## src/design/wbds_pkg.sv

```systemverilog
// Shared types, constants and calendar helpers for the weekday stepping core.
// No dependencies; imported by wbds_ctrl, wbds_dp and weekday_by_date_stepping_core.
package wbds_pkg;

   localparam int DAY_W   = 5;
   localparam int MONTH_W = 4;
   localparam int YEAR_W  = 14;
   localparam int WDAY_W  = 3;
   localparam int MOD25_W = 5;
   localparam int QUOT_W  = 10;   // year / 25 for a 14-bit year

   // Reset date: 16 July 2018, a Monday
   localparam logic [YEAR_W-1:0]  RESET_YEAR    = 14'd2018;
   localparam logic [MONTH_W-1:0] RESET_MONTH   = 4'd7;
   localparam logic [DAY_W-1:0]   RESET_DAY     = 5'd16;
   localparam logic [WDAY_W-1:0]  RESET_WEEKDAY = 3'd1;
   localparam logic [MOD25_W-1:0] RESET_MOD25   = 5'd18;   // 2018 mod 25

   localparam logic [WDAY_W-1:0]  WDAY_MON = 3'd1;
   localparam logic [WDAY_W-1:0]  WDAY_SUN = 3'd7;

   localparam logic [MONTH_W-1:0] MONTH_JAN = 4'd1;
   localparam logic [MONTH_W-1:0] MONTH_DEC = 4'd12;
   localparam logic [DAY_W-1:0]   FIRST_DAY = 5'd1;

   localparam logic [MOD25_W-1:0] MOD25_MAX = 5'd24;

   // floor(y / 25) = (y * RECIP25) >> RECIP_SHIFT, exact for y < 16384
   localparam int                 RECIP_SHIFT = 20;
   localparam logic [15:0]        RECIP25     = 16'd41944;

   typedef struct packed {
      logic load_tgt;   // capture the request beat
      logic step;       // move current date one day toward the target
      logic load_rsp;   // capture the current weekday into the output register
   } wbds_cmd_type;

   typedef struct packed {
      logic tgt_ok;     // target is a real date
      logic at_target;  // current date equals target
   } wbds_sts_type;

   function automatic logic [DAY_W-1:0] month_len(input logic [MONTH_W-1:0] month,
                                                  input logic leap);
      logic [DAY_W-1:0] len;
      unique case (month)
         4'd1, 4'd3, 4'd5, 4'd7, 4'd8, 4'd10, 4'd12: len = 5'd31;
         4'd4, 4'd6, 4'd9, 4'd11:                   len = 5'd30;
         4'd2:                                      len = leap ? 5'd29 : 5'd28;
         default:                                   len = 5'd0;
      endcase
      return len;
   endfunction

endpackage

```

## src/design/wbds_ctrl.sv

```systemverilog
// Sequencer for the weekday stepping core: handshakes and datapath commands.
// Depends on wbds_pkg.
module wbds_ctrl
   import wbds_pkg::*;
(
   input  logic         clock,
   input  logic         reset,
   input  logic         req_valid,
   output logic         req_ready,
   output logic         rsp_valid,
   input  logic         rsp_ready,
   input  wbds_sts_type sts,
   output wbds_cmd_type cmd
);

   typedef enum logic [2:0] {
      ST_IDLE,
      ST_MUL,
      ST_CHECK,
      ST_STEP,
      ST_DONE
   } state_type;

   state_type state_ff, state_in;
   logic      rsp_valid_ff, rsp_valid_in;
   logic      rsp_free;

   assign rsp_free  = !rsp_valid_ff || rsp_ready;
   assign req_ready = (state_ff == ST_IDLE);
   assign rsp_valid = rsp_valid_ff;

   always_comb begin
      cmd.load_tgt = (state_ff == ST_IDLE) && req_valid;
      cmd.step     = (state_ff == ST_STEP) && !sts.at_target;
      cmd.load_rsp = (state_ff == ST_DONE) && rsp_free;
   end

   always_comb begin
      state_in     = state_ff;
      rsp_valid_in = rsp_valid_ff && !rsp_ready;
      unique case (state_ff)
         ST_IDLE: begin
            if (req_valid) state_in = ST_MUL;
         end
         ST_MUL: begin
            state_in = ST_CHECK;
         end
         ST_CHECK: begin
            state_in = sts.tgt_ok ? ST_STEP : ST_DONE;
         end
         ST_STEP: begin
            if (sts.at_target) state_in = ST_DONE;
         end
         ST_DONE: begin
            if (rsp_free) begin
               rsp_valid_in = 1'b1;
               state_in     = ST_IDLE;
            end
         end
         default: begin
            state_in = ST_IDLE;
         end
      endcase
   end

   always_ff @(posedge clock) begin
      if (reset) begin
         state_ff     <= ST_IDLE;
         rsp_valid_ff <= 1'b0;
      end else begin
         state_ff     <= state_in;
         rsp_valid_ff <= rsp_valid_in;
      end
   end

`ifndef SYNTHESIS
   a_no_step_at_target: assert property (@(posedge clock) disable iff (reset)
      cmd.step |-> !sts.at_target)
      else $error("step issued with current date already at target");

   a_rsp_load_when_free: assert property (@(posedge clock) disable iff (reset)
      cmd.load_rsp |-> (!rsp_valid_ff || rsp_ready))
      else $error("output register overwritten while holding a beat");

   a_no_accept_while_busy: assert property (@(posedge clock) disable iff (reset)
      (cmd.step || cmd.load_rsp) |-> !(req_valid && req_ready))
      else $error("request accepted while an item is in flight");
`endif

endmodule

```

## src/design/wbds_dp.sv

```systemverilog
// Datapath of the weekday stepping core: target capture, validity, day stepper.
// Depends on wbds_pkg.
module wbds_dp
   import wbds_pkg::*;
(
   input  logic               clock,
   input  logic               reset,
   input  wbds_cmd_type       cmd,
   output wbds_sts_type       sts,
   input  logic [DAY_W-1:0]   req_target_day,
   input  logic [MONTH_W-1:0] req_target_month,
   input  logic [YEAR_W-1:0]  req_target_year,
   output logic [WDAY_W-1:0]  rsp_weekday
);

   // target capture
   logic [DAY_W-1:0]   tgt_day_ff;
   logic [MONTH_W-1:0] tgt_month_ff;
   logic [YEAR_W-1:0]  tgt_year_ff;
   logic [QUOT_W-1:0]  quot_ff, quot_in;
   logic [29:0]        prod;

   // current date
   logic [DAY_W-1:0]   cur_day_ff, cur_day_in;
   logic [MONTH_W-1:0] cur_month_ff, cur_month_in;
   logic [YEAR_W-1:0]  cur_year_ff, cur_year_in;
   logic [MOD25_W-1:0] cur_mod25_ff, cur_mod25_in;
   logic [WDAY_W-1:0]  cur_wday_ff, cur_wday_in;
   logic [WDAY_W-1:0]  rsp_weekday_ff;

   logic [YEAR_W-1:0]  quot_x25, tgt_rem25;
   logic               tgt_leap, cur_leap, fwd;
   logic [DAY_W-1:0]   tgt_len, cur_len, prev_len;
   logic [MONTH_W-1:0] prev_month;
   logic [22:0]        cur_key, tgt_key;

   // year / 25 by reciprocal, registered before the back-multiply
   assign prod    = 30'(tgt_year_ff) * 30'(RECIP25);
   assign quot_in = prod[RECIP_SHIFT +: QUOT_W];

   assign quot_x25  = (YEAR_W'(quot_ff) << 4) + (YEAR_W'(quot_ff) << 3) + YEAR_W'(quot_ff);
   assign tgt_rem25 = tgt_year_ff - quot_x25;
   assign tgt_leap  = (tgt_year_ff[1:0] == 2'b00) &&
                      ((tgt_rem25 != '0) || (tgt_year_ff[3:0] == 4'b0000));
   assign tgt_len   = month_len(tgt_month_ff, tgt_leap);

   assign cur_leap  = (cur_year_ff[1:0] == 2'b00) &&
                      ((cur_mod25_ff != '0) || (cur_year_ff[3:0] == 4'b0000));
   assign cur_len   = month_len(cur_month_ff, cur_leap);
   // previous month: only February depends on leap, and it is in the same year
   assign prev_month = (cur_month_ff == MONTH_JAN) ? MONTH_DEC : cur_month_ff - 4'd1;
   assign prev_len   = month_len(prev_month, cur_leap);

   assign cur_key = {cur_year_ff, cur_month_ff, cur_day_ff};
   assign tgt_key = {tgt_year_ff, tgt_month_ff, tgt_day_ff};
   assign fwd     = cur_key < tgt_key;

   // month range is implied by a non-zero length
   assign sts.tgt_ok    = (tgt_day_ff != '0) && (tgt_day_ff <= tgt_len);
   assign sts.at_target = (cur_key == tgt_key);

   always_comb begin
      cur_day_in   = cur_day_ff;
      cur_month_in = cur_month_ff;
      cur_year_in  = cur_year_ff;
      cur_mod25_in = cur_mod25_ff;
      cur_wday_in  = cur_wday_ff;
      if (cmd.step) begin
         if (fwd) begin
            cur_wday_in = (cur_wday_ff == WDAY_SUN) ? WDAY_MON : cur_wday_ff + 3'd1;
            if (cur_day_ff < cur_len) begin
               cur_day_in = cur_day_ff + 5'd1;
            end else begin
               cur_day_in = FIRST_DAY;
               if (cur_month_ff == MONTH_DEC) begin
                  cur_month_in = MONTH_JAN;
                  cur_year_in  = cur_year_ff + 14'd1;
                  cur_mod25_in = (cur_mod25_ff == MOD25_MAX) ? '0 : cur_mod25_ff + 5'd1;
               end else begin
                  cur_month_in = cur_month_ff + 4'd1;
               end
            end
         end else begin
            cur_wday_in = (cur_wday_ff == WDAY_MON) ? WDAY_SUN : cur_wday_ff - 3'd1;
            if (cur_day_ff > FIRST_DAY) begin
               cur_day_in = cur_day_ff - 5'd1;
            end else begin
               cur_day_in   = prev_len;
               cur_month_in = prev_month;
               if (cur_month_ff == MONTH_JAN) begin
                  cur_year_in  = cur_year_ff - 14'd1;
                  cur_mod25_in = (cur_mod25_ff == '0) ? MOD25_MAX : cur_mod25_ff - 5'd1;
               end
            end
         end
      end
   end

   always_ff @(posedge clock) begin
      quot_ff <= quot_in;
      if (cmd.load_tgt) begin
         tgt_day_ff   <= req_target_day;
         tgt_month_ff <= req_target_month;
         tgt_year_ff  <= req_target_year;
      end
      if (cmd.load_rsp) begin
         rsp_weekday_ff <= cur_wday_ff;
      end
   end

   always_ff @(posedge clock) begin
      if (reset) begin
         cur_day_ff   <= RESET_DAY;
         cur_month_ff <= RESET_MONTH;
         cur_year_ff  <= RESET_YEAR;
         cur_mod25_ff <= RESET_MOD25;
         cur_wday_ff  <= RESET_WEEKDAY;
      end else begin
         cur_day_ff   <= cur_day_in;
         cur_month_ff <= cur_month_in;
         cur_year_ff  <= cur_year_in;
         cur_mod25_ff <= cur_mod25_in;
         cur_wday_ff  <= cur_wday_in;
      end
   end

   assign rsp_weekday = rsp_weekday_ff;

`ifndef SYNTHESIS
   a_mod25_tracks_year: assert property (@(posedge clock) disable iff (reset)
      32'(cur_mod25_ff) == (32'(cur_year_ff) % 25))
      else $error("year mod 25 tracker out of step with year");

   a_cur_date_real: assert property (@(posedge clock) disable iff (reset)
      (cur_day_ff != '0) && (cur_day_ff <= cur_len))
      else $error("current date is not a real date");

   a_step_turns_weekday: assert property (@(posedge clock) disable iff (reset)
      cmd.step |=> (cur_wday_ff != $past(cur_wday_ff)) &&
                   (cur_key != $past(cur_key)))
      else $error("day step left date or weekday unchanged");
`endif

endmodule

```

## src/design/weekday_by_date_stepping_core.sv

```systemverilog
// Top level of the weekday stepping core: sequencer plus datapath.
// Depends on wbds_pkg, wbds_ctrl and wbds_dp.
//
//   channel | direction | ports                                   | beat
//   req     | in        | req_target_day/_month/_year             | one target date
//   rsp     | out       | rsp_weekday                             | 1 Monday .. 7 Sunday
//
// Steps: a beat taken in IDLE forms year/25 in MUL, runs the validity check in
// CHECK, then in STEP moves the held date one calendar day per cycle toward the
// target until it matches, and in DONE loads the output register. The single
// day stepper sets the pace.
// An impossible date skips STEP and reports the held weekday unchanged.
// Reset (synchronous, high) sets the held date to 16 July 2018, a Monday.
// A stalled rsp beat waits in the output register; the next req beat is taken
// meanwhile and only holds in DONE until the register frees.
module weekday_by_date_stepping_core
   import wbds_pkg::*;
(
   input  logic               clock,
   input  logic               reset,
   input  logic               req_valid,
   output logic               req_ready,
   input  logic [DAY_W-1:0]   req_target_day,
   input  logic [MONTH_W-1:0] req_target_month,
   input  logic [YEAR_W-1:0]  req_target_year,
   output logic               rsp_valid,
   input  logic               rsp_ready,
   output logic [WDAY_W-1:0]  rsp_weekday
);

   wbds_cmd_type cmd;
   wbds_sts_type sts;

   // handshakes and sequencing
   wbds_ctrl u_ctrl (
      .clock     (clock),
      .reset     (reset),
      .req_valid (req_valid),
      .req_ready (req_ready),
      .rsp_valid (rsp_valid),
      .rsp_ready (rsp_ready),
      .sts       (sts),
      .cmd       (cmd)
   );

   // held date, day stepper and output register
   wbds_dp u_dp (
      .clock            (clock),
      .reset            (reset),
      .cmd              (cmd),
      .sts              (sts),
      .req_target_day   (req_target_day),
      .req_target_month (req_target_month),
      .req_target_year  (req_target_year),
      .rsp_weekday      (rsp_weekday)
   );

endmodule

```

## config.mk

```make
export PLATFORM = sky130hd
export DESIGN_NAME = weekday_by_date_stepping_core
export DESIGN_NICKNAME = d
export VERILOG_FILES = /design/src/design/wbds_pkg.sv /design/src/design/wbds_ctrl.sv /design/src/design/wbds_dp.sv /design/src/design/weekday_by_date_stepping_core.sv
export SDC_FILE = /design/constraint.sdc
export NUM_CORES = 1
export LEC_CHECK = 0
export BUFFER_PORTS_ARGS = -buffer_cell sky130_fd_sc_hd__buf_2
export CORE_MARGIN = 1
export CORE_UTILIZATION = 25
export CTS_BUF_LIST = sky130_fd_sc_hd__clkbuf_4 sky130_fd_sc_hd__clkbuf_8
export CTS_CLUSTER_DIAMETER = 200
export DETAILED_ROUTE_END_ITERATION = 7
export GPL_TIMING_DRIVEN = 0
export HOLD_SLACK_MARGIN = 0.06
export PLACE_DENSITY_LB_ADDON = 0.12
export SLEW_MARGIN = 20
export SYNTH_ARGS = -nofsm -noshare
export SYNTH_HDL_FRONTEND = slang
export SYNTH_SLANG_ARGS = --single-unit
```

## constraint.sdc

```tcl
create_clock -name clock -period 9.9 [get_ports clock]
set_input_delay 1.98 -clock clock [delete_from_list [all_inputs] [get_ports clock]]
set_output_delay 1.98 -clock clock [all_outputs]
set_load 0.01 [all_outputs]
```

==> impl_metrics.toml <==
[synthesis]
yosysWarnings = 0
synth_top_area_share_pct = 24.8
ys_top_cells_by_area = "ha_1 25%, fa_1 18%, dfxtp_1 10%"
synth.top_cells.by_count = "176 x ha_1, 162 x inv_1, 80 x fa_1, 59 x nand2_1, 57 x a21oi_1"
async_reset_ff_share_pct = 0
synth-seq-cells = 71
synth_most_common_cell = "ha_1"
syn-cell-area_um2 = 8860
synth_enable_flop_cells = 26
post_synth_num_cell_types = 73
synth_nets = 1229
yosys.area.top_type = "ha_1"
ys_seq_area_share_pct = 19.0
postSynth.topFlopCell = "dfxtp_1"
postSynthAreaPerCell_um2 = 9.37
synth_cells = 946

[grt]
grt_pass1_vias = 6656
antenna_found_initial = 0
grt_pass1_wl_um = 37300
grt_overflow = 0
grt_max_degree = 24
grt_usage_pct = 13.5

[sta]
rsz0062_at_grt = "no"
clock.fmax_mhz = 183
finClkSkew_ns = 0.0170
relSlewSlack_pct = 52.7
final-hold-violation-count = 0
finalCritPeriodShare_pct = 55.3
worst_pin_slew_ns = 0.710
slew_viol_final = 0
finalSetupViolations = 0
layout_min_cycle_time_ns = 5.48
whs_ns = 0.486
finalSetupTns_ns = 0

[clocking]
clk_pin_slew_worst_paths_ns = 0.09
root_buffer = "clkbuf_8"
cts_tree = "done"
clockBufferDepth = 2
clkLatencyLatePin_ns = 0.41
cts_hold_buf = 0
cts-resized-gates = 0
cts_max_level = 3
numCtsBuffers = 9
postCtsSetupBuffers = 0
clock-sinks = 71

[floorplan]
coreArea_um2 = 34700
rows = 68
die_w_um = 190
pin_count = 32
initial_core_util_pct = 25.5
die_height_um = 190
dieArea_um2 = 36200

[worst_setup_path]
crit_arrival_ns = 5.74
max_stage_delay_ns = 0.67
cp_slowest_cell = "edfxtp_1"
path_cells = "fa_1 > ha_1 > inv_1 > fa_1 > inv_1 > fa_1 > fa_1 > ha_1 > a21oi_1 > nand2_1 > a211oi_1 > nor3b_1 > a31oi_1 > o21ai_0 > a211oi_1 > a311oi_1"
critPathKind = "reg -> reg"
end_kind = "flip-flop"
cp.required_ns = 10.17
path_max_fanout = 7
crit_top_cell = "fa_1"
start_kind = "flip-flop"

[finish]
layout-drive-gt1-share_pct = 7.45
multi_input_area_um2 = 6490
regArea_um2 = 1680
fin_cells = 1448
n_fill_cell = 3716
finalNetCount = 1271
syn2layout_area_growth_pct = 10.3
diodes = 0

[route]
vias = 6487
ant_nets = 0
wl_per_cell_um = 15.6
remaining_drc_errors = 0
via_per_inst = 4.48
dr.pass1.iters = 4
routed_wl_um = 22600
drt_iter0_markers = 235

[status]
status = "finished, final reports clean"

[job]
cap_violations = 0

[placement]
dp_hpwl_um = 18600
gp_congestion = 0.759
port_buffers = 31
place_inst = 1432

[min_path]
hold_class = "reg -> reg"
-- worst max-delay path: cells and delay by family (launching register included) --
kind / cells / cell delay (ns)
AOI/OAI and AO/OA: 6 / 1.66
and+or+nand+nor: 2 / 0.23
adders and majority gates: 6 / 2.66
DFF: 1 / 0.67
buffers and inverters: 2 / 0.12
-- cells by family (layout without fill, tap and decap cells) --
family,after synthesis,count (layout),synth area share (%)
adders and majority gates,256,256,42.9
and+or+nand+nor,198,198,11.2
AOI/OAI and AO/OA,197,197,14.8
buffers and inverters,181,228,7.75
DFF,71,71,19.0
xor gates and xnor gates,39,39,3.85
muxes,4,4,0.466
-- area by class of cell --
| class | count | share of cell area, % |
|---|---|---|
| sequential | 71 | 17.2 |
| clock inverter | 6 | 0.614 |
| timing repair buffer | 31 | 1.59 |
| tap | 455 | 5.82 |
| inverter | 164 | 6.29 |
| multi-input combinational | 694 | 66.4 |
| clock buffer | 10 | 1.34 |
| buffer | 17 | 0.742 |
-- layer usage --
| metal | global-route usage [%] | part of all wire, % | vias up |
|---|---|---|---|
| li1 | - | - | 3369 |
| met1 | 19.1 | 52 | 3057 |
| met2 | 21.0 | 45 | 46 |
| met3 | 1.64 | 1.6 | 15 |
| met4 | 4.34 | 1.5 | 0 |
| met5 | 0 | 0 | - |
-- registers in the layout (all words and copies together), names as in the netlist --
| register | flops |
|---|---|
| u_dp.tgt_month_ff | 4 |
| u_dp.quot_ff | 10 |
| u_ctrl.state_ff | 3 |
| u_dp.tgt_year_ff | 14 |
| u_dp.tgt_day_ff | 5 |
| u_dp.rsp_weekday | 3 |
| u_dp.cur_year_ff | 14 |
| u_dp.cur_month_ff | 4 |
| u_dp.cur_mod25_ff | 5 |
| u_dp.cur_wday_ff | 3 |
| u_dp.cur_day_ff | 5 |
| u_ctrl.rsp_valid | 1 |
-- worst paths after layout --
| check | start | endpoint | slack [ns] | depth (start not counted) |
|---|---|---|---|---|
| worst max-delay path | u_dp.tgt_year_ff[9] | u_dp.quot_ff[3] | 4.42 | 16 |
| worst min-delay path | u_dp.cur_year_ff[11] | u_dp.cur_year_ff[11] | 0.49 | 2 |
| worst max register to register | u_dp.tgt_year_ff[9] | u_dp.quot_ff[3] | 4.42 | 16 |
| worst min register to register | u_dp.cur_year_ff[11] | u_dp.cur_year_ff[11] | 0.49 | 2 |
-- per-stage QoR --
step / worst slack [ns] / cell area (µm²) / utilization (%)
2_1_floorplan: 5.33 / 8860 / -
3_3_place_gp: 4.35 / 9590 / 27.6
3_5_place_dp: 4.39 / 9590 / 27.6
4_1_cts: 4.34 / 9780 / 28.2
5_1_grt: 4.06 / 9780 / 28.2
6_report: 4.42 / 9780 / 28.2
-- cells in the final DEF (no fill, tap or decap), types with 5 or more instances in the layout --
master,netlist,layout
ha_1,176,176
inv_1,162,161
fa_1,80,80
nand2_1,59,59
a21oi_1,57,57
dfxtp_1,45,45
o21ai_0,42,42
nor2_1,37,37
buf_2,3,34
edfxtp_1,26,26
xnor2_1,24,24
nand3_1,23,23
nor3_1,20,20
o211ai_1,15,15
xor2_1,15,15
clkbuf_1,12,11
a21o_1,11,11
a211oi_1,10,10
nand4_1,9,9
clkbuf_8,0,9
nand2b_1,8,8
nor2b_1,8,8
a31oi_1,8,8
nor4_1,7,7
and3_1,6,6
o21a_1,5,5
a221oi_1,5,5
Power is left out: the tool's default activity adds up to more than one toggle a clock period on the data nets, which glitch-free logic cannot reach.
